File: src/hdl/rtp_pkg.sv
// shared constants, control struct and arctangent table for the rectangular-to-polar converter
package rtp_pkg;

   localparam int GUARD_BITS   = 24;
   localparam int PHASE_WIDTH  = 32;
   localparam int LENGTH_WIDTH = 16;

   localparam logic [LENGTH_WIDTH-1:0] LENGTH_MAX = '1;

   localparam logic [PHASE_WIDTH-1:0] ZERO_TURN      = 32'h0000_0000;
   localparam logic [PHASE_WIDTH-1:0] QUARTER_TURN   = 32'h4000_0000;
   localparam logic [PHASE_WIDTH-1:0] HALF_TURN      = 32'h8000_0000;
   localparam logic [PHASE_WIDTH-1:0] THREE_QUARTERS = 32'hC000_0000;

   typedef struct packed {
      logic valid;
      logic fixed;
   } ctrl_type;

   // round(atan(2^-i) / (2 pi) * 2^32)
   function automatic logic [PHASE_WIDTH-1:0] atan_entry(input logic [4:0] idx);
      logic [PHASE_WIDTH-1:0] val;
      unique case (idx)
         5'd0:  val = 32'd536870912;
         5'd1:  val = 32'd316933406;
         5'd2:  val = 32'd167458907;
         5'd3:  val = 32'd85004756;
         5'd4:  val = 32'd42667331;
         5'd5:  val = 32'd21354465;
         5'd6:  val = 32'd10679838;
         5'd7:  val = 32'd5340245;
         5'd8:  val = 32'd2670163;
         5'd9:  val = 32'd1335087;
         5'd10: val = 32'd667544;
         5'd11: val = 32'd333772;
         5'd12: val = 32'd166886;
         5'd13: val = 32'd83443;
         5'd14: val = 32'd41722;
         5'd15: val = 32'd20861;
         5'd16: val = 32'd10430;
         5'd17: val = 32'd5215;
         5'd18: val = 32'd2608;
         5'd19: val = 32'd1304;
         5'd20: val = 32'd652;
         5'd21: val = 32'd326;
         5'd22: val = 32'd163;
         5'd23: val = 32'd81;
         5'd24: val = 32'd41;
         5'd25: val = 32'd20;
         5'd26: val = 32'd10;
         5'd27: val = 32'd5;
         5'd28: val = 32'd3;
         5'd29: val = 32'd1;
         5'd30: val = 32'd1;
         5'd31: val = 32'd0;
         default: val = '0;
      endcase
      return val;
   endfunction

endpackage

File: src/hdl/rtp_prep.sv
// front stages: sign folding, special cases, squaring and sum of squares
module rtp_prep import rtp_pkg::*; #(
   parameter int COORD_WIDTH = 16,
   parameter int DATA_WIDTH  = COORD_WIDTH + GUARD_BITS + 3
) (
   input  logic                          clock,
   input  logic                          reset,
   input  logic                          en,
   input  logic                          in_valid,
   input  logic signed [COORD_WIDTH-1:0] x_in,
   input  logic signed [COORD_WIDTH-1:0] y_in,
   output ctrl_type                      ctrl_out,
   output logic signed [DATA_WIDTH-1:0]  x_out,
   output logic signed [DATA_WIDTH-1:0]  y_out,
   output logic [PHASE_WIDTH-1:0]        z_out,
   output logic [2*COORD_WIDTH-1:0]      n_out
);

   localparam int CW  = COORD_WIDTH;
   localparam int PAD = DATA_WIDTH - CW - 1 - GUARD_BITS;

   logic                  x_neg, y_neg, x_zero, y_zero;
   logic signed [CW:0]    xe, ye, xa, ya, xr, yr;
   logic [PHASE_WIDTH-1:0] z1_in;

   ctrl_type                     c1_ff, c2_ff, c3_ff;
   logic signed [DATA_WIDTH-1:0] x1_ff, y1_ff, x2_ff, y2_ff, x3_ff, y3_ff;
   logic [PHASE_WIDTH-1:0]       z1_ff, z2_ff, z3_ff;
   logic [CW-1:0]                ax1_ff, ay1_ff;
   logic [2*CW-1:0]              sqx2_in, sqy2_in, sqx2_ff, sqy2_ff;
   logic [2*CW-1:0]              n3_in, n3_ff;

   always_comb begin
      x_neg  = x_in[CW-1];
      y_neg  = y_in[CW-1];
      x_zero = (x_in == '0);
      y_zero = (y_in == '0);
      xe     = {x_in[CW-1], x_in};
      ye     = {y_in[CW-1], y_in};
      xa     = x_neg ? -xe : xe;
      ya     = y_neg ? -ye : ye;
      // left half plane: rotate by a half turn first
      xr     = xa;
      yr     = x_neg ? -ye : ye;
      priority if (x_zero) begin
         z1_in = y_neg ? THREE_QUARTERS : QUARTER_TURN;
      end else if (y_zero) begin
         z1_in = x_neg ? HALF_TURN : ZERO_TURN;
      end else begin
         z1_in = x_neg ? HALF_TURN : ZERO_TURN;
      end
      sqx2_in = (2*CW)'(ax1_ff) * (2*CW)'(ax1_ff);
      sqy2_in = (2*CW)'(ay1_ff) * (2*CW)'(ay1_ff);
      n3_in   = sqx2_ff + sqy2_ff;
   end

   always_ff @(posedge clock) begin
      if (reset) begin
         c1_ff <= '0;
         c2_ff <= '0;
         c3_ff <= '0;
      end else if (en) begin
         c1_ff.valid <= in_valid;
         c1_ff.fixed <= x_zero || y_zero;
         c2_ff       <= c1_ff;
         c3_ff       <= c2_ff;
      end
   end

   always_ff @(posedge clock) begin
      if (en) begin
         x1_ff       <= {{PAD{xr[CW]}}, xr, {GUARD_BITS{1'b0}}};
         y1_ff       <= {{PAD{yr[CW]}}, yr, {GUARD_BITS{1'b0}}};
         z1_ff       <= z1_in;
         ax1_ff      <= xa[CW-1:0];
         ay1_ff      <= ya[CW-1:0];

         x2_ff       <= x1_ff;
         y2_ff       <= y1_ff;
         z2_ff       <= z1_ff;
         sqx2_ff     <= sqx2_in;
         sqy2_ff     <= sqy2_in;

         x3_ff       <= x2_ff;
         y3_ff       <= y2_ff;
         z3_ff       <= z2_ff;
         n3_ff       <= n3_in;
      end
   end

   assign ctrl_out = c3_ff;
   assign x_out    = x3_ff;
   assign y_out    = y3_ff;
   assign z_out    = z3_ff;
   assign n_out    = n3_ff;

endmodule

File: config.mk
export PLATFORM = sky130hd
export DESIGN_NAME = rtp_prep
export DESIGN_NICKNAME = d
export VERILOG_FILES = /design/src/hdl/rtp_pkg.sv /design/src/hdl/rtp_prep.sv
export SDC_FILE = /design/constraint.sdc
export NUM_CORES = 1
export LEC_CHECK = 0
export ABC_AREA = 1
export BUFFER_PORTS_ARGS = -buffer_cell sky130_fd_sc_hd__buf_2
export CORE_MARGIN = 4
export CORE_UTILIZATION = 50
export DETAILED_ROUTE_END_ITERATION = 10
export PLACE_DENSITY = 0.68
export SLEW_MARGIN = 15
export SYNTH_ARGS = -nofsm -noshare
export SYNTH_HDL_FRONTEND = slang
export SYNTH_SLANG_ARGS = --single-unit
export TNS_END_PERCENT = 20
File: constraint.sdc
create_clock -name clock -period 6.8 [get_ports clock]
set_clock_uncertainty 0.1 [all_clocks]
set_input_delay 1.02 -clock clock [delete_from_list [all_inputs] [get_ports clock]]
set_output_delay 1.02 -clock clock [all_outputs]
set_load 0.02 [all_outputs]
### Yosys cells after proc, flatten, opt, wreduce, memory -nomap -nowiden

Cells that the tools add are included.

| storage, ports and cells | value |
|---|---|
| output and inout bits | 152 |
| memory bits (writable) | 0 |
| word-level logic and storage cells | 35 |
| memory bits (read-only) | 0 |
| bits of input ports | 36 |
| latch bits | 0 |
| memories | 0 |
| bits in registers | 332 |

| cells by class | value |
|---|---|
| bitwise gates (word level) | 0 |
| multiplexer cells | 6 |
| magnitude comparators | 0 |
| equality and inequality tests | 0 |
| add/sub/neg operators | 3 |
| reductions and logical operators | 3 |
| divide/modulo/power cells | 0 |
| multipliers | 2 |
| shift operators | 0 |

Operator list:

| cell | count |
|---|---|
| 32-bit 2-to-1 mux | 3 |
| 16-bit by 16-bit multiplier with 32-bit output | 2 |
| 17-bit 2-to-1 mux | 2 |
| 16-bit negator with 17-bit output | 2 |
| 32-bit adder | 1 |
| 16-bit zero test | 2 |
| 15-bit 2-to-1 mux | 1 |
| 1-bit logical OR | 1 |

### Depth between registers and ports, before layout

| depth | value |
|---|---|
| word-level depth | 2 |
| mapped depth | 27 |
| gate-level depth less buffers | 25 |

### Worst setup path before layout

OpenSTA, ideal clock, no wires.

| timing | value |
|---|---|
| path kind | reg2reg |
| from | reg ay1_ff[9] |
| to | reg sqy2_ff[30] (data pin) |
| buffers on the path | 2 |
| path slack | 1.271 ns |
| arrival time | 5.177 ns |
| required time | 6.448 ns |
| period minus slack after synthesis | 5.529 ns |
| library setup time | 0.252 ns |
| stages on the path, launching flop included | 22 |
| path through | edfxtp_1 -> clkbuf_1 -> clkbuf_1 -> nand2_1 -> fa_1 -> inv_1 -> fa_1 -> inv_1 -> fa_1 -> fa_1 -> fa_1 -> fa_1 -> inv_1 -> ha_1 -> nand2_1 -> inv_2 -> a21oi_1 -> nand3_1 -> nand2_1 -> nand2_1 -> nand2_1 -> nand2_1 |

| on the way | value |
|---|---|
| longest elaborated chain between the ends | 1 |

Ends and longest elaborated chain:

| item | RTL line | text |
|---|---|---|
| start: declaration | rtp_prep.sv:29 | `logic [CW-1:0] ax1_ff, ay1_ff;` |
| start signal: assignment | rtp_prep.sv:76 | `ay1_ff <= ya[CW-1:0];` |
| 16-bit by 16-bit multiplier with 32-bit output | rtp_prep.sv:53 | `sqy2_in = (2*CW)'(ay1_ff) * (2*CW)'(ay1_ff);` |
| net sqy2_in[30] | rtp_prep.sv:30 | `logic [2*CW-1:0] sqx2_in, sqy2_in, sqx2_ff, sqy2_ff;` |
| end signal: assignment | rtp_prep.sv:82 | `sqy2_ff <= sqy2_in;` |
| end: declaration | rtp_prep.sv:30 |  |

The timed path passes the listed nets, and every way through them passes these cells.
A chain may end at the register's enable or synchronous reset.

### Worst setup path after layout

| timing | value |
|---|---|
| from | reg ay1_ff[8] |
| to | reg sqy2_ff[30] (data pin) |

Same word-level chain as after synthesis.

==> run metrics <==
final hold vios=0; Starting Density=between 50% and 60%; slowest CP cell=edfxtp_1; grt ovf=0; actual slew at the worst max-slew pin=0.830 ns; hold-fix buffers at CTS=0; # port buffers=approximately 110; final WL=55,200 um; global-route wire length before repair=94,300 um; status=complete, no violations; DR pass1 iterations=6; register area share after synthesis=24.6%; Period minus WS final=6.07 ns; nets@finish=3,891; Worst Hold Class=reg2reg; post_cts resized=0; total number of vias=roughly 19,000; initial antenna violation count=0; RSZ-0062 raised after global routing=no; Critical path buffers and inverters=7; syn_area_per_cell=8.29 sq um; Async S/R FF share, synth=0%; Die H=approximately 240 um; n_diodes=0; largest net degree at the start of global routing=116; Detailed Place HPWL=roughly 46,000 um; clock-pin slew on the worst setup and hold paths=around 0.060 ns; worst-path maximum fanout=17; final setup fails=0; final setup TNS=0 ns; post-synth top area cell=fa_1; library cells used by synthesis=38; share of cells above drive strength 1=7.70%; clk sinks=221; Worst EP arrival=6.29 ns; drt initial violations=between 1,000 and 1,500; Crit path required time=roughly 7.0 ns; Fill cells=4,969; Tcrit/Tclk final=89.3%; vias in the first global route=19,300; Max Cap Viol=0; Main synth FF type=edfxtp_1; post-CTS setup buffer count=0; antenna viol nets, final=0; GP Congestion=0.938; post-synthesis cell area=26,700 sq um; vias per cell=4.79; CTS tree=yes; htree depth=1; crit-path max cell delay=between 0.7 and 0.8 ns; Area Overhead vs Synth=6.60%; main area contributors after synthesis=fa_1 (24%), edfxtp_1 (24%), nand2_1 (12%); core area=52,800 sq um; Worst-Skew Late Latency=0.56 ns; Synth warnings=0; setup slack, reg-to-reg=roughly 0.73 ns; DR WL/cell=13.8 um; Rel. slew slack=about 45%; number of synthesized flops with an enable pin=215; CTS root buf=clkbuf_16; Post-Synthesis Cells=3,224; f_max=around 160 MHz; Synth Register Bits=roughly 220; total track usage=20.0%; critical path's top delay family=adder cells; max-slew violations=0; full die area=57,200 sq um; DRC=0; sequence of cells on the critical path=nand2_1, inv_1, fa_1, inv_1, fa_1, inv_1, fa_1, inv_1, fa_1, inv_1, fa_1, inv_1, fa_1, inv_1, ha_1, nand2_1, nand2_1, a21oi_1, nand3_1, nand2_1, nand2_1, nand2_1, nand2_1; Worst setup SP type=flip-flop; CP Class=reg2reg; Row Count=84; post-synth top area share=24.3%; total CTS buffers=27; Worst setup EP type=flip-flop; worst-case clock buffer depth=3; die width=between 200 and 250 um; # IOs=188
## kinds of logic (layout without fill, tap and decap cells)
| family | after synthesis | in the layout | share of synthesized area [%] |
|---|---|---|---|
| buffers and inverters | 1016 | 1027 | 15.5 |
| XOR/XNOR | 90 | 90 | 2.95 |
| flip-flops | 221 | 221 | 24.6 |
| adder cells (fa/ha/maj) | 561 | 561 | 35.4 |
| AO/OA/AOI/OAI | 129 | 129 | 2.74 |
| other | 1 | 79 | 0.0140 |
| AND/OR/NAND/NOR | 1206 | 1206 | 18.9 |
## synth_stat cells (3+ instances only)
master and count:
a21oi_1 59, a21oi_2 6, buf_2 7, buf_4 82, clkbuf_1 60, dfxtp_1 6, edfxtp_1 215, fa_1 324
ha_1 237, inv_1 850, inv_2 15, nand2_1 854, nand2_2 28, nand3_1 104, nand3_2 8, nand3b_1 3
nand4_1 21, nor2_1 133, nor2_2 12, nor3_1 13, nor3_2 16, o211ai_1 3, o21ai_0 35, o21ai_1 4
o21bai_1 18, or2_2 7, xnor2_1 13, xor2_1 77
## per-layer routing
metal | share of wire, % | global-route usage [%] | vias to the layer above
met1 | 46 | 28.8 | 9051
met3 | 6.0 | 2.81 | 66
met2 | 46 | 33.0 | 468
met5 | 0 | 0 | -
met4 | 1.9 | 3.78 | 0
li1 | - | - | 9568
## area by class of cell
class | instances | area [sq um] | share of cell area [%]
clock buffers | 34 | 754 | 2.65
flip-flops and latches | 221 | 6580 | 23.1
well taps | 688 | 861 | 3.02
repair buffers | 114 | 606 | 2.12
multi-input cells | 2065 | 16300 | 57.3
clock inverters | 14 | 136 | 0.479
inverters | 865 | 3250 | 11.4
## registers in the layout (all words and copies together), names as in the netlist
register and count:
y1_ff 16, z2_ff 2, x2_ff 16, z1_ff 2, sqx2_ff 31, y_out 17
x1_ff 17, ay1_ff 16, z_out 2, x_out 17, c1_ff 2, n_out 32
y2_ff 16, ctrl_out 2, c2_ff 2, sqy2_ff 31
## cell usage in the layout, fill, tap and decap left out, types with 3 or more instances in the layout
cell,instances
a21oi_1,59
a21oi_2,6
buf_2,108
buf_4,4
clkbuf_1,4
clkbuf_16,29
conb_1,79
dfxtp_1,6
edfxtp_1,215
fa_1,324
ha_1,237
inv_1,850
inv_2,15
inv_6,4
nand2_1,854
nand2_2,28
nand3_1,104
nand3_2,8
nand3b_1,3
nand4_1,21
nor2_1,133
nor2_2,12
nor3_1,13
nor3_2,16
o211ai_1,3
o21ai_0,35
o21ai_1,4
o21bai_1,18
or2_2,7
xnor2_1,13
xor2_1,77
## path summary, 6_finish.rpt
path              cells after the start           to       from
setup / recovery                     23  sqy2_ff[30]  ay1_ff[8]
hold / removal                        0    x_out[33]  x2_ff[33]
setup reg to reg                     23  sqy2_ff[30]  ay1_ff[8]
hold reg to reg                       0    x_out[33]  x2_ff[33]
## through the flow
stage          hold WS (ns)  cell area (sq um)  utilization [%]  instances  setup WS (ns)
6_report              0.311              28500             54.0       4001          0.727
5_1_grt               0.316              28500             54.0       4001          0.389
3_5_place_dp          0.305              27600             52.3       3953          0.755
4_1_cts               0.313              28500             54.0       4001          0.739
2_1_floorplan         0.300              27000                -       3302           1.27
3_3_place_gp          0.303              27600             52.3       3953          0.880
Power is not shown: default switching activity piles up to over one toggle a cycle in this logic, so the estimate is an artifact.
