==> src/hdl/rtp_pkg.sv <==
// shared constants, control struct and arctangent table for the rectangular-to-polar converter
package rtp_pkg;

   localparam int GUARD_BITS   = 24;
   localparam int PHASE_WIDTH  = 32;
   localparam int LENGTH_WIDTH = 16;

   localparam logic [LENGTH_WIDTH-1:0] LENGTH_MAX = '1;

   localparam logic [PHASE_WIDTH-1:0] ZERO_TURN      = 32'h0000_0000;
   localparam logic [PHASE_WIDTH-1:0] QUARTER_TURN   = 32'h4000_0000;
   localparam logic [PHASE_WIDTH-1:0] HALF_TURN      = 32'h8000_0000;
   localparam logic [PHASE_WIDTH-1:0] THREE_QUARTERS = 32'hC000_0000;

   typedef struct packed {
      logic valid;
      logic fixed;
   } ctrl_type;

   // round(atan(2^-i) / (2 pi) * 2^32)
   function automatic logic [PHASE_WIDTH-1:0] atan_entry(input logic [4:0] idx);
      logic [PHASE_WIDTH-1:0] val;
      unique case (idx)
         5'd0:  val = 32'd536870912;
         5'd1:  val = 32'd316933406;
         5'd2:  val = 32'd167458907;
         5'd3:  val = 32'd85004756;
         5'd4:  val = 32'd42667331;
         5'd5:  val = 32'd21354465;
         5'd6:  val = 32'd10679838;
         5'd7:  val = 32'd5340245;
         5'd8:  val = 32'd2670163;
         5'd9:  val = 32'd1335087;
         5'd10: val = 32'd667544;
         5'd11: val = 32'd333772;
         5'd12: val = 32'd166886;
         5'd13: val = 32'd83443;
         5'd14: val = 32'd41722;
         5'd15: val = 32'd20861;
         5'd16: val = 32'd10430;
         5'd17: val = 32'd5215;
         5'd18: val = 32'd2608;
         5'd19: val = 32'd1304;
         5'd20: val = 32'd652;
         5'd21: val = 32'd326;
         5'd22: val = 32'd163;
         5'd23: val = 32'd81;
         5'd24: val = 32'd41;
         5'd25: val = 32'd20;
         5'd26: val = 32'd10;
         5'd27: val = 32'd5;
         5'd28: val = 32'd3;
         5'd29: val = 32'd1;
         5'd30: val = 32'd1;
         5'd31: val = 32'd0;
         default: val = '0;
      endcase
      return val;
   endfunction

endpackage

==> src/hdl/rtp_final.sv <==
// output register: length rounding and saturation, heading rounding and wrap
module rtp_final import rtp_pkg::*; #(
   parameter int COORD_WIDTH = 16,
   parameter int ANGLE_WIDTH = 16
) (
   input  logic                    clock,
   input  logic                    reset,
   input  logic                    en,
   input  ctrl_type                ctrl_in,
   input  logic [PHASE_WIDTH-1:0]  z_in,
   input  logic [COORD_WIDTH-1:0]  root_in,
   input  logic [COORD_WIDTH+1:0]  rem_in,
   output logic                    valid_out,
   output logic [LENGTH_WIDTH-1:0] length_out,
   output logic [ANGLE_WIDTH-1:0]  heading_out
);

   localparam int EW = COORD_WIDTH + 1;

   logic [EW-1:0]             rounded;
   logic [LENGTH_WIDTH-1:0]   length_in;
   logic [ANGLE_WIDTH-1:0]    heading_in;
   logic                      valid_ff;
   logic [LENGTH_WIDTH-1:0]   length_ff;
   logic [ANGLE_WIDTH-1:0]    heading_ff;

   always_comb begin
      // round up when the remainder exceeds the root (never exactly one half)
      rounded = EW'(root_in) + ((rem_in > (COORD_WIDTH + 2)'(root_in)) ? EW'(1) : EW'(0));
      if (rounded > EW'(LENGTH_MAX)) begin
         length_in = LENGTH_MAX;
      end else begin
         length_in = LENGTH_WIDTH'(rounded);
      end
   end

   generate
      if (ANGLE_WIDTH >= PHASE_WIDTH) begin : g_full
         assign heading_in = ANGLE_WIDTH'(z_in);
      end else begin : g_round
         logic [PHASE_WIDTH:0] zr;
         assign zr = {1'b0, z_in}
                   + (PHASE_WIDTH + 1)'(64'd1 << (PHASE_WIDTH - 1 - ANGLE_WIDTH));
         // carry out of the top is a full turn and drops away
         assign heading_in = zr[PHASE_WIDTH-1 -: ANGLE_WIDTH];
      end
   endgenerate

   always_ff @(posedge clock) begin
      if (reset) begin
         valid_ff <= 1'b0;
      end else if (en) begin
         valid_ff <= ctrl_in.valid;
      end
   end

   always_ff @(posedge clock) begin
      if (en) begin
         length_ff  <= length_in;
         heading_ff <= heading_in;
      end
   end

   assign valid_out   = valid_ff;
   assign length_out  = length_ff;
   assign heading_out = heading_ff;

endmodule

==> config.mk <==
export PLATFORM = sky130hd
export DESIGN_NAME = rtp_final
export DESIGN_NICKNAME = d
export VERILOG_FILES = /design/src/hdl/rtp_pkg.sv /design/src/hdl/rtp_final.sv
export SDC_FILE = /design/constraint.sdc
export NUM_CORES = 1
export LEC_CHECK = 0
export BUFFER_PORTS_ARGS = -buffer_cell sky130_fd_sc_hd__buf_2
export CORE_MARGIN = 2
export CORE_UTILIZATION = 49
export DETAILED_ROUTE_END_ITERATION = 8
export PLACE_DENSITY = 0.92
export SLEW_MARGIN = 20
export SYNTH_ARGS = -nofsm -noshare
export SYNTH_HDL_FRONTEND = slang
export SYNTH_SLANG_ARGS = --single-unit
==> constraint.sdc <==
create_clock -name clock -period 3.38 [get_ports clock]
set_input_delay 0 -clock clock [delete_from_list [all_inputs] [get_ports clock]]
set_output_delay 0 -clock clock [all_outputs]
set_load 0.05 [all_outputs]
* After elaboration in Yosys (flattened, before gate mapping)
Index checks and enable logic that the tools add are counted.
** Storage, ports and cells
- Flip-flop bits (word level) :: 33
- Input bits :: 71
- Output and inout bits :: 33
- Word-level logic and storage cells :: 8
** Operators by class
- Add/sub/neg operators :: 2
- $lt $le $gt $ge :: 2
- Muxes and demuxes :: 1
** Operators by type and width (number)
- adder 32 x 16 -> 32 bit, second input constant :: 1
- > comparator 18 x 16 -> 1 bit :: 1
- adder 16 x 1 -> 17 bit :: 1
- > comparator 17 x 16 -> 1 bit, second input constant :: 1
- 2-to-1 mux 1 bit :: 1

* Longest topological paths before layout
Gate-level depths: netlist of run 1.
- Depth in word-level cells :: 4
- Mapped depth :: 13
- Mapped depth without buffers :: 11

* Worst setup path after synthesis of run 1
Ideal clock, no wire load.
- Kind :: input port to flip-flop
- Start point :: input port root_in[13]
- End point :: register length_ff[11] (netlist: length_out[11]), data pin
- Setup time :: 0.256 ns
- Arrival :: 1.970 ns
- Required time :: 3.124 ns
- Slack :: 1.154 ns
- Stages :: 11
- Buffers on the path :: 0
- Cells stage by stage :: inv_1 ha_1 nand4_1 nor3_1 o31ai_1 a31oi_1 ha_1 nand4_1 nor3_1 and3_2 a21oi_1
** On the way
- Longest elaborated chain between the ends :: 4
** RTL lines
- from (decl) :: RTL line rtp_final.sv:11 : input logic [COORD_WIDTH-1:0] root_in,
- > comparator 18 x 16 -> 1 bit :: RTL line rtp_final.sv:29 : rounded = EW'(root_in) + ((rem_in > (COORD_WIDTH + 2)'(root_in)) ? EW'(1) : EW'(0));
- 2-to-1 mux 1 bit :: RTL line rtp_final.sv:29
- adder 16 x 1 -> 17 bit (*) :: RTL line rtp_final.sv:29
- > comparator 17 x 16 -> 1 bit :: RTL line rtp_final.sv:30 : if (rounded > EW'(LENGTH_MAX)) begin
- to (signal assigned) :: RTL line rtp_final.sv:59 : length_ff <= length_in;
- to (decl) :: RTL line rtp_final.sv:24 : logic [LENGTH_WIDTH-1:0] length_ff;
Mark *: on every way between the ends. The rest lies on a longest branch, timed or not.
A chain may end at the register's enable or synchronous reset.

* Worst setup path in the final report of run 1
- Start point :: input port root_in[11]
- End point :: register length_ff[0] (netlist: length_out[0]), data pin
Same word-level chain as after synthesis.

==> impl_summary.txt, run 1 <==
----------------------------------------------------
[Layout]
  Most frequent cells in the layout ... sky130_fd_sc_hd__buf_2, sky130_fd_sc_hd__edfxtp_1, sky130_fd_sc_hd__inv_1, sky130_fd_sc_hd__nand2_1, sky130_fd_sc_hd__ha_1
  Cell area after layout ... 0.002663 mm²
  Fill cells ... 333
  Final Net Count ... 378
  Area growth, synth to finish ... 28.27%
  Share of layout cells above drive strength 1 ... 0.3564
  Most frequent standard cell in the layout excluding fill and tap cells ... sky130_fd_sc_hd__buf_2
  Final core occ ... 0.6609
  Diodes inserted ... 0

[Logic synthesis]
  Sequential fraction of the synthesis area ... 0.4726
  Dominant combinational cell family by area after synthesis ... simple AND/OR/NAND/NOR gates
  Post-Synth Simple-Gate Area ... 0.1947
  Synth Area per Inst ... 10.76 µm²
  Compound-gate portion of the synthesized area ... 0.07655
  Fraction of synthesized cell area in xor and xnor cells ... 0.08861
  YS warnings ... 0
  Share of synthesized cell area in full adder, half adder and majority cells ... 0.1145
  Post-Synthesis Cells ... 193
  Post-Syn Area ... 0.002076 mm²
  Yosys reg bits ... 33
  Fraction of synthesized area in multiplexers ... 0.009644
  Post-Synthesis Net Count ... 283
  Netlist cell types ... 40

[STA]
  Time the worst path needs with I/O delays and setup ... 2398 ps
  Worst slew margin relative to its limit ... 0.5377
  Maximum clock frequency ... 417.0 MHz
  Total Neg Setup Slack ... 0 ps
  RSZ-0062 raised after global routing ... false
  Final worst-path setup slack ... 981.7 ps
  Setup violation total in the final timing report ... 0
  Pins Over Slew Limit ... 0
  Final period util ... 0.7096
  Hold violation count in the final report ... 0
  Skew final ... 0 ps
  Worst Tran Pin Value ... 693.4 ps
  Hold slack final ... 25.19 ps

[Clock network]
  Clock buffer depth ... 2
  Post-CTS setup-driven buffer insertion count ... 0
  Clock-pin slew of the registers on the worst-case setup and hold paths ... 60 ps
  Clock tree from TritonCTS ... done
  CTS hold repair buffers ... 2
  CTS Root Buffer Type ... sky130_fd_sc_hd__clkbuf_8
  Clock buffer count from CTS ... 5
  Clock net sink count ... 33
  Depth of the CTS H-tree ... 2
  Later-pin clock latency in the skew report ... 260 ps
  Number of instances resized during post-cts repair ... 0

[GRT]
  Initial antenna violation count ... 0
  Global-route wire length before repair ... 7.065 mm
  Total track usage ... 0.1832
  Vias in the first global route ... 1633
  Maximum number of pins on one net before global-route repair ... 34
  Total gr overflow ... 0

[Status]
  Result of the run ... completed

[Critical path]
  R2R Setup Slk ... 2230 ps
  Capture point of the worst reg-to-reg path ... valid_out
  Worst EP arrival ... 2540 ps
  Category of the worst setup path capture point ... flip-flop
  Worst r2r src ... valid_out
  Type of the setup path with the least slack ... primary input to flip-flop
  Worst Setup Start Kind ... primary input
  Data required time of the worst path ... 3520 ps
  Worst Reg-to-Reg Cells ... 3
  Max Fanout on Critical Path ... 13

[Floorplanning]
  I/O pin count ... 104
  Core Footprint ... 0.004029 mm²
  Area of the die ... 0.004773 mm²
  Horizontal extent of the die ... 69.09 µm
  Die extent in y ... 69.09 µm
  Initial standard-cell utilization of the core ... 0.5152
  Std cell rows ... 23

[Route]
  Remaining routing DRC violations ... 0
  Initial DRC Count ... 119
  Antenna-violating nets left ... 0
  Via Count ... 1758
  Routed wire per std cell ... 12.81 µm
  Average vias per placed instance ... 5.186
  Detailed-router iteration count before antenna repair ... 4
  Final Routed Wirelength ... 4.344 mm

[Placement]
  Worst setup timing slack at the placement stage ... 718.0 ps
  Placed wire-length estimate ... 3.535 mm
  Count of port buffers added during placement ... 87
  RD Place Congestion ... 0.8216
  Post-DP Area ... 0.002562 mm²

[Min path]
  Worst hold path class ... primary input to flip-flop
  Endpoint with the worst hold slack ... heading_out[13]
  Critical hold path startpoint ... z_in[29]
  Worst hold path stage count ... 2

[Power]
  Worst-case vdd ir drop ... 177.5 µV
  Leakage power ... 0.001209 µW
  Power per cell area ... 398.0 mW/mm²

[Flow run]
  Number of maximum-capacitance constraint violations ... 0

----------------------------------------------------
how the worst max path moves through the flow:
stage	startpoint	end	slack (ps)	cells past startpoint
detailed placement	root_in[11]	length_out[0]	720	12
finish	root_in[11]	length_out[0]	980	12
global placement	root_in[11]	length_out[0]	760	12
floorplan	root_in[13]	length_out[11]	1150	11
global route	root_in[11]	length_out[3]	810	12
CTS	root_in[11]	length_out[0]	990	12
Yosys cell counts:
| cell type | instances | area share |
|---|---|---|
| sky130_fd_sc_hd__or3_2 | 1 | 0.0036 |
| sky130_fd_sc_hd__o41ai_1 | 1 | 0.0042 |
| sky130_fd_sc_hd__and3_2 | 1 | 0.0036 |
| sky130_fd_sc_hd__nand2b_1 | 2 | 0.0060 |
| sky130_fd_sc_hd__nand4_1 | 6 | 0.018 |
| sky130_fd_sc_hd__nand4_4 | 1 | 0.010 |
| sky130_fd_sc_hd__a21boi_0 | 2 | 0.0072 |
| sky130_fd_sc_hd__nand2_2 | 1 | 0.0030 |
| sky130_fd_sc_hd__buf_4 | 1 | 0.0036 |
| sky130_fd_sc_hd__nand2_1 | 19 | 0.034 |
| sky130_fd_sc_hd__xor2_1 | 4 | 0.017 |
| sky130_fd_sc_hd__a41o_1 | 1 | 0.0048 |
| sky130_fd_sc_hd__buf_6 | 1 | 0.0054 |
| sky130_fd_sc_hd__nor4_1 | 4 | 0.012 |
| sky130_fd_sc_hd__nor4_2 | 1 | 0.0060 |
| sky130_fd_sc_hd__nor2_1 | 6 | 0.011 |
| sky130_fd_sc_hd__o21ai_0 | 6 | 0.014 |
| sky130_fd_sc_hd__or3_4 | 1 | 0.0054 |
| sky130_fd_sc_hd__and4_4 | 2 | 0.011 |
| sky130_fd_sc_hd__xnor2_1 | 17 | 0.072 |
| sky130_fd_sc_hd__or2_2 | 1 | 0.0030 |
| sky130_fd_sc_hd__nand3_1 | 16 | 0.039 |
| sky130_fd_sc_hd__or2b_1 | 1 | 0.0036 |
| sky130_fd_sc_hd__nor3_1 | 4 | 0.0096 |
| sky130_fd_sc_hd__a31oi_1 | 3 | 0.0090 |
| sky130_fd_sc_hd__mux2i_1 | 2 | 0.0096 |
| sky130_fd_sc_hd__o31ai_1 | 1 | 0.0036 |
| sky130_fd_sc_hd__ha_1 | 19 | 0.11 |
| sky130_fd_sc_hd__o21ai_1 | 1 | 0.0024 |
| sky130_fd_sc_hd__a2111oi_0 | 1 | 0.0042 |
| sky130_fd_sc_hd__and3_1 | 2 | 0.0060 |
| sky130_fd_sc_hd__a21oi_1 | 6 | 0.014 |
| sky130_fd_sc_hd__a211oi_1 | 1 | 0.0036 |
| sky130_fd_sc_hd__o31a_1 | 1 | 0.0042 |
| sky130_fd_sc_hd__and2_1 | 2 | 0.0060 |
| sky130_fd_sc_hd__o21ai_2 | 1 | 0.0042 |
| sky130_fd_sc_hd__dfxtp_1 | 1 | 0.0096 |
| sky130_fd_sc_hd__inv_1 | 19 | 0.034 |
| sky130_fd_sc_hd__or4_1 | 1 | 0.0036 |
| sky130_fd_sc_hd__edfxtp_1 | 32 | 0.46 |
registers in the layout, summed over array words and instances (netlist names):
| signal | count |
|---|---|
| length_out | 16 |
| valid_out | 1 |
| heading_out | 16 |
metrics by stage:
| step | instances | power [µW] |
|---|---|---|
| 6_report | 339 | 1060 |
| 5_1_grt | 339 | 1107 |
| 4_1_cts | 339 | 1067 |
| 3_5_place_dp | 329 | 804.4 |
| 3_3_place_gp | 329 | 797.2 |
| 2_1_floorplan | 193 | 705.5 |
kinds of logic after synthesis:
group | count (synthesis)
XOR/XNOR | 21
buffers and inverters | 21
adder cells (fa/ha/maj) | 19
AND/OR/NAND/NOR | 72
AO/OA/AOI/OAI | 25
flip-flops | 33
multiplexers | 2
routing by layer:
layer / part of all wire / global-route usage / wire [µm]
met1: 0.38 / 0.1902 / 1661
met2: 0.52 / 0.3515 / 2268
met3: 0.092 / 0.06287 / 398
met4: 0.0039 / 0.03922 / 17
met5: 0 / 0 / 0
power breakdown:
part | total (µW) | leakage [µW] | switching, µW | internal [µW]
Combinational | 302 | 0.000848 | 214 | 87.8
Sequential | 497 | 0.000321 | 6.96 | 490
Clock | 261 | 0.0000395 | 115 | 146
area by class of cell:
| type | count | area (µm²) | share of cell area |
|---|---|---|---|
| Clock buffer | 8 | 80.08 | 0.03008 |
| Inverter | 19 | 71.32 | 0.02679 |
| Multi-Input combinational cell | 139 | 1005 | 0.3773 |
| Sequential cell | 33 | 980.9 | 0.3684 |
| Tap cell | 50 | 62.56 | 0.02350 |
| Timing Repair Buffer | 90 | 462.9 | 0.1739 |
critical path, stage by stage:
cell,delay [ps]
sky130_fd_sc_hd__buf_2,140
sky130_fd_sc_hd__inv_1,60
sky130_fd_sc_hd__ha_1,300
sky130_fd_sc_hd__nand4_1,130
sky130_fd_sc_hd__nor3_1,330
sky130_fd_sc_hd__o31ai_1,120
sky130_fd_sc_hd__a31oi_1,230
sky130_fd_sc_hd__ha_1,250
sky130_fd_sc_hd__and4_4,260
sky130_fd_sc_hd__nand2_2,70
sky130_fd_sc_hd__or3_4,460
sky130_fd_sc_hd__or2b_1,170
Note: power is estimated with default switching activity, not from simulation.
==> run 2, diff against run 1 <==
--- a/config.mk
+++ b/config.mk
@@ -7,9 +7,9 @@
 export LEC_CHECK = 0
 export BUFFER_PORTS_ARGS = -buffer_cell sky130_fd_sc_hd__buf_2
 export CORE_MARGIN = 2
-export CORE_UTILIZATION = 49
+export CORE_UTILIZATION = 46
 export DETAILED_ROUTE_END_ITERATION = 8
-export PLACE_DENSITY = 0.92
+export PLACE_DENSITY = 0.87
 export SLEW_MARGIN = 20
 export SYNTH_ARGS = -nofsm -noshare
 export SYNTH_HDL_FRONTEND = slang
==> constraint.sdc (replaced) <==
create_clock -name clock -period 2.4 [get_ports clock]
set_input_delay 0 -clock clock [delete_from_list [all_inputs] [get_ports clock]]
set_output_delay 0 -clock clock [all_outputs]
set_load 0.05 [all_outputs]
==> impl_summary.txt, run 2 (synthesis gave the netlist of run 1 again) <==
----------------------------------------------------
[GRT]
  Vias in the first global route ... 1680 (+2.9%)
  Total track usage ... 0.1783 (-0.004949)
  Global-route wire length before repair ... 7.010 mm (-0.78%)
  Maximum number of pins on one net before global-route repair ... 34 (unchanged)
  Initial antenna violation count ... 0 (unchanged)
  Total gr overflow ... 0 (unchanged)

[Critical path]
  Crit path max-delay cell type ... sky130_fd_sc_hd__nor4_1
  Worst setup path end ... length_out[10]
  Worst EP arrival ... 2270 ps (-270 ps)
  Worst Reg-to-Reg Cells ... 3 (unchanged)
  Cells along the critical path ... buf_2 -> inv_1 -> ha_1 -> nand4_1 -> nor3_2 -> o31ai_1 -> a31oi_1 -> ha_2 -> nand4_1 -> nor4_1 -> xnor2_1 -> nand2_1
  Worst r2r src ... valid_out
  Buf+Inv Stages, Crit Path ... 2 (unchanged)
  Dominant delay contributor by cell family on the critical path ... simple AND/OR/NAND/NOR gates
  Capture point of the worst reg-to-reg path ... valid_out
  Cell seen most often among critical-path stages ... sky130_fd_sc_hd__nand4_1
  Data required time of the worst path ... 2430 ps (-1090 ps)
  Instance count on the critical path ... 12 (unchanged)
  Worst setup startpoint ... root_in[13]
  Type of the setup path with the least slack ... primary input to flip-flop
  Worst Setup Start Kind ... primary input
  R2R Setup Slk ... 1270 ps (-960 ps)
  Category of the worst setup path capture point ... flip-flop
  Max Fanout on Critical Path ... 4 (-9)
  Largest stage delay, worst path ... 390 ps (-70 ps)

[Route]
  Highest layer used for signal routing ... met4
  Remaining routing DRC violations ... 0 (unchanged)
  Wire length on met1 ... 1.687 mm (+1.6%)
  Final Routed Wirelength ... 4.312 mm (-0.74%)
  Average vias per placed instance ... 5.126 (-1.1%)
  Antenna-violating nets left ... 0 (unchanged)
  Initial DRC Count ... 44 (-63%)
  Sum of met3 wire segment lengths after detailed routing ... 404 µm (+1.5%)
  Via Count ... 1825 (+3.8%)
  Detailed-router iteration count before antenna repair ... 4 (unchanged)
  Routed wire per std cell ... 12.11 µm (-5.5%)
  Total met2 wirelength after detailed routing ... 2.154 mm (-5.0%)

[Floorplanning]
  I/O pin count ... 104 (unchanged)
  Initial standard-cell utilization of the core ... 0.4767 (-0.03849)
  Core Footprint ... 0.004354 mm² (+8.1%)
  Area of the die ... 0.005066 mm² (+6.1%)
  Die extent in y ... 71.18 µm (+3.0%)
  Std cell rows ... 24 (+4.3%)
  Horizontal extent of the die ... 71.18 µm (+3.0%)

[Placement]
  Post-DP Area ... 0.002678 mm² (+4.5%)
  Worst setup timing slack at the placement stage ... -242.4 ps (-960.4 ps)
  Count of port buffers added during placement ... 87 (unchanged)
  Placed wire-length estimate ... 3.666 mm (+3.7%)
  RD Place Congestion ... 0.8033 (-2.2%)

[STA]
  Skew final ... 0 ps (unchanged)
  Final worst-path setup slack ... 158.4 ps (-823.3 ps)
  Setup violation total in the final timing report ... 0 (unchanged)
  Pins Over Slew Limit ... 0 (unchanged)
  RSZ-0062 raised after global routing ... false
  Hold violation count in the final report ... 0 (unchanged)
  Worst Tran Pin Value ... 680.1 ps (-13.34 ps)
  Time the worst path needs with I/O delays and setup ... 2242 ps
  Final period util ... 0.9340
  Worst slew margin relative to its limit ... 0.5466 (+0.008894)
  Maximum clock frequency ... 446.1 MHz
  Total Neg Setup Slack ... 0 ps (unchanged)

[Clock network]
  Depth of the CTS H-tree ... 2 (unchanged)
  Later-pin clock latency in the skew report ... 280 ps (+20 ps)
  Clock buffer depth ... 2 (unchanged)
  Post-CTS setup-driven buffer insertion count ... 0 (unchanged)
  Clock tree from TritonCTS ... done
  Clock buffer count from CTS ... 5 (unchanged)
  Clock-pin slew of the registers on the worst-case setup and hold paths ... 60 ps (about the same)
  CTS Root Buffer Type ... sky130_fd_sc_hd__clkbuf_8
  Clock net sink count ... 33 (unchanged)

[Power]
  Worst-case vdd ir drop ... 223.5 µV (+26%)
  Leakage power ... 0.001281 µW (+6.0%)
  Power per cell area ... 544.5 mW/mm² (+37%)

[Flow run]
  Number of maximum-capacitance constraint violations ... 0 (unchanged)

[Layout]
  Share of layout cells above drive strength 1 ... 0.4013 (+0.04491)
  Final core occ ... 0.6422 (-0.01863)
  Diodes inserted ... 0 (unchanged)
  Final Net Count ... 393 (+4.0%)
  Area growth, synth to finish ... 34.72%
  Most frequent standard cell in the layout excluding fill and tap cells ... sky130_fd_sc_hd__buf_2
  Cell area after layout ... 0.002796 mm² (+5.0%)
  Most frequent cells in the layout ... sky130_fd_sc_hd__buf_2, sky130_fd_sc_hd__edfxtp_1, sky130_fd_sc_hd__inv_1, sky130_fd_sc_hd__nand2_1, sky130_fd_sc_hd__ha_1

[Min path]
  Worst hold path class ... primary input to flip-flop

[Status]
  Result of the run ... completed

----------------------------------------------------
run 2: area by class of cell:
type	count	area, µm²
fill	342	1558
multi-input combinational	139	1023
sequential	33	980.9
timing repair buffer	105	575.6
clock buffer	8	80.08
inverter	19	71.32
tap	52	65.06
run 2: where the power goes:
part           internal (µW)  switching [µW]
registers                690            9.96
clock network            205             172
logic                    139             306
total                   1030             488
run 2: worst min path at each step:
stage / from / to / slack [ps] / depth (start not counted)
after global placement: reset / valid_out / 160 / 2
final: z_in[31] / heading_out[15] / 20 / 2
after CTS: z_in[31] / heading_out[15] / 7 / 2
after floorplan: reset / valid_out / 70 / 1
after global routing: root_in[15] / length_out[15] / 20 / 3
after detailed placement: reset / valid_out / 160 / 2
run 2: per-stage QoR:
stage	total power, µW	std cells	hold WS, ps
2_1_floorplan	993.6	193	72.38
3_3_place_gp	1141	346	157.6
3_5_place_dp	1154	346	161.0
4_1_cts	1533	356	6.568
5_1_grt	1594	356	17.05
6_report	1523	356	17.22
run 2: layer usage:
metal / GRT usage / vias to the layer above
met2: 0.3200 / 80
met5: 0 / -
li1: - / 925
met3: 0.05556 / 6
met4: 0.07338 / 0
met1: 0.1930 / 814
run 2: repair_timing:
| item | 4_1_cts | 5_1_grt |
|---|---|---|
| hold endpoints to repair | 1 | 0 |
| hold buffers | 2 | 0 |
| resized for setup | 0 | 5 |
| endpoints found under the setup margin | 0 | 10 |
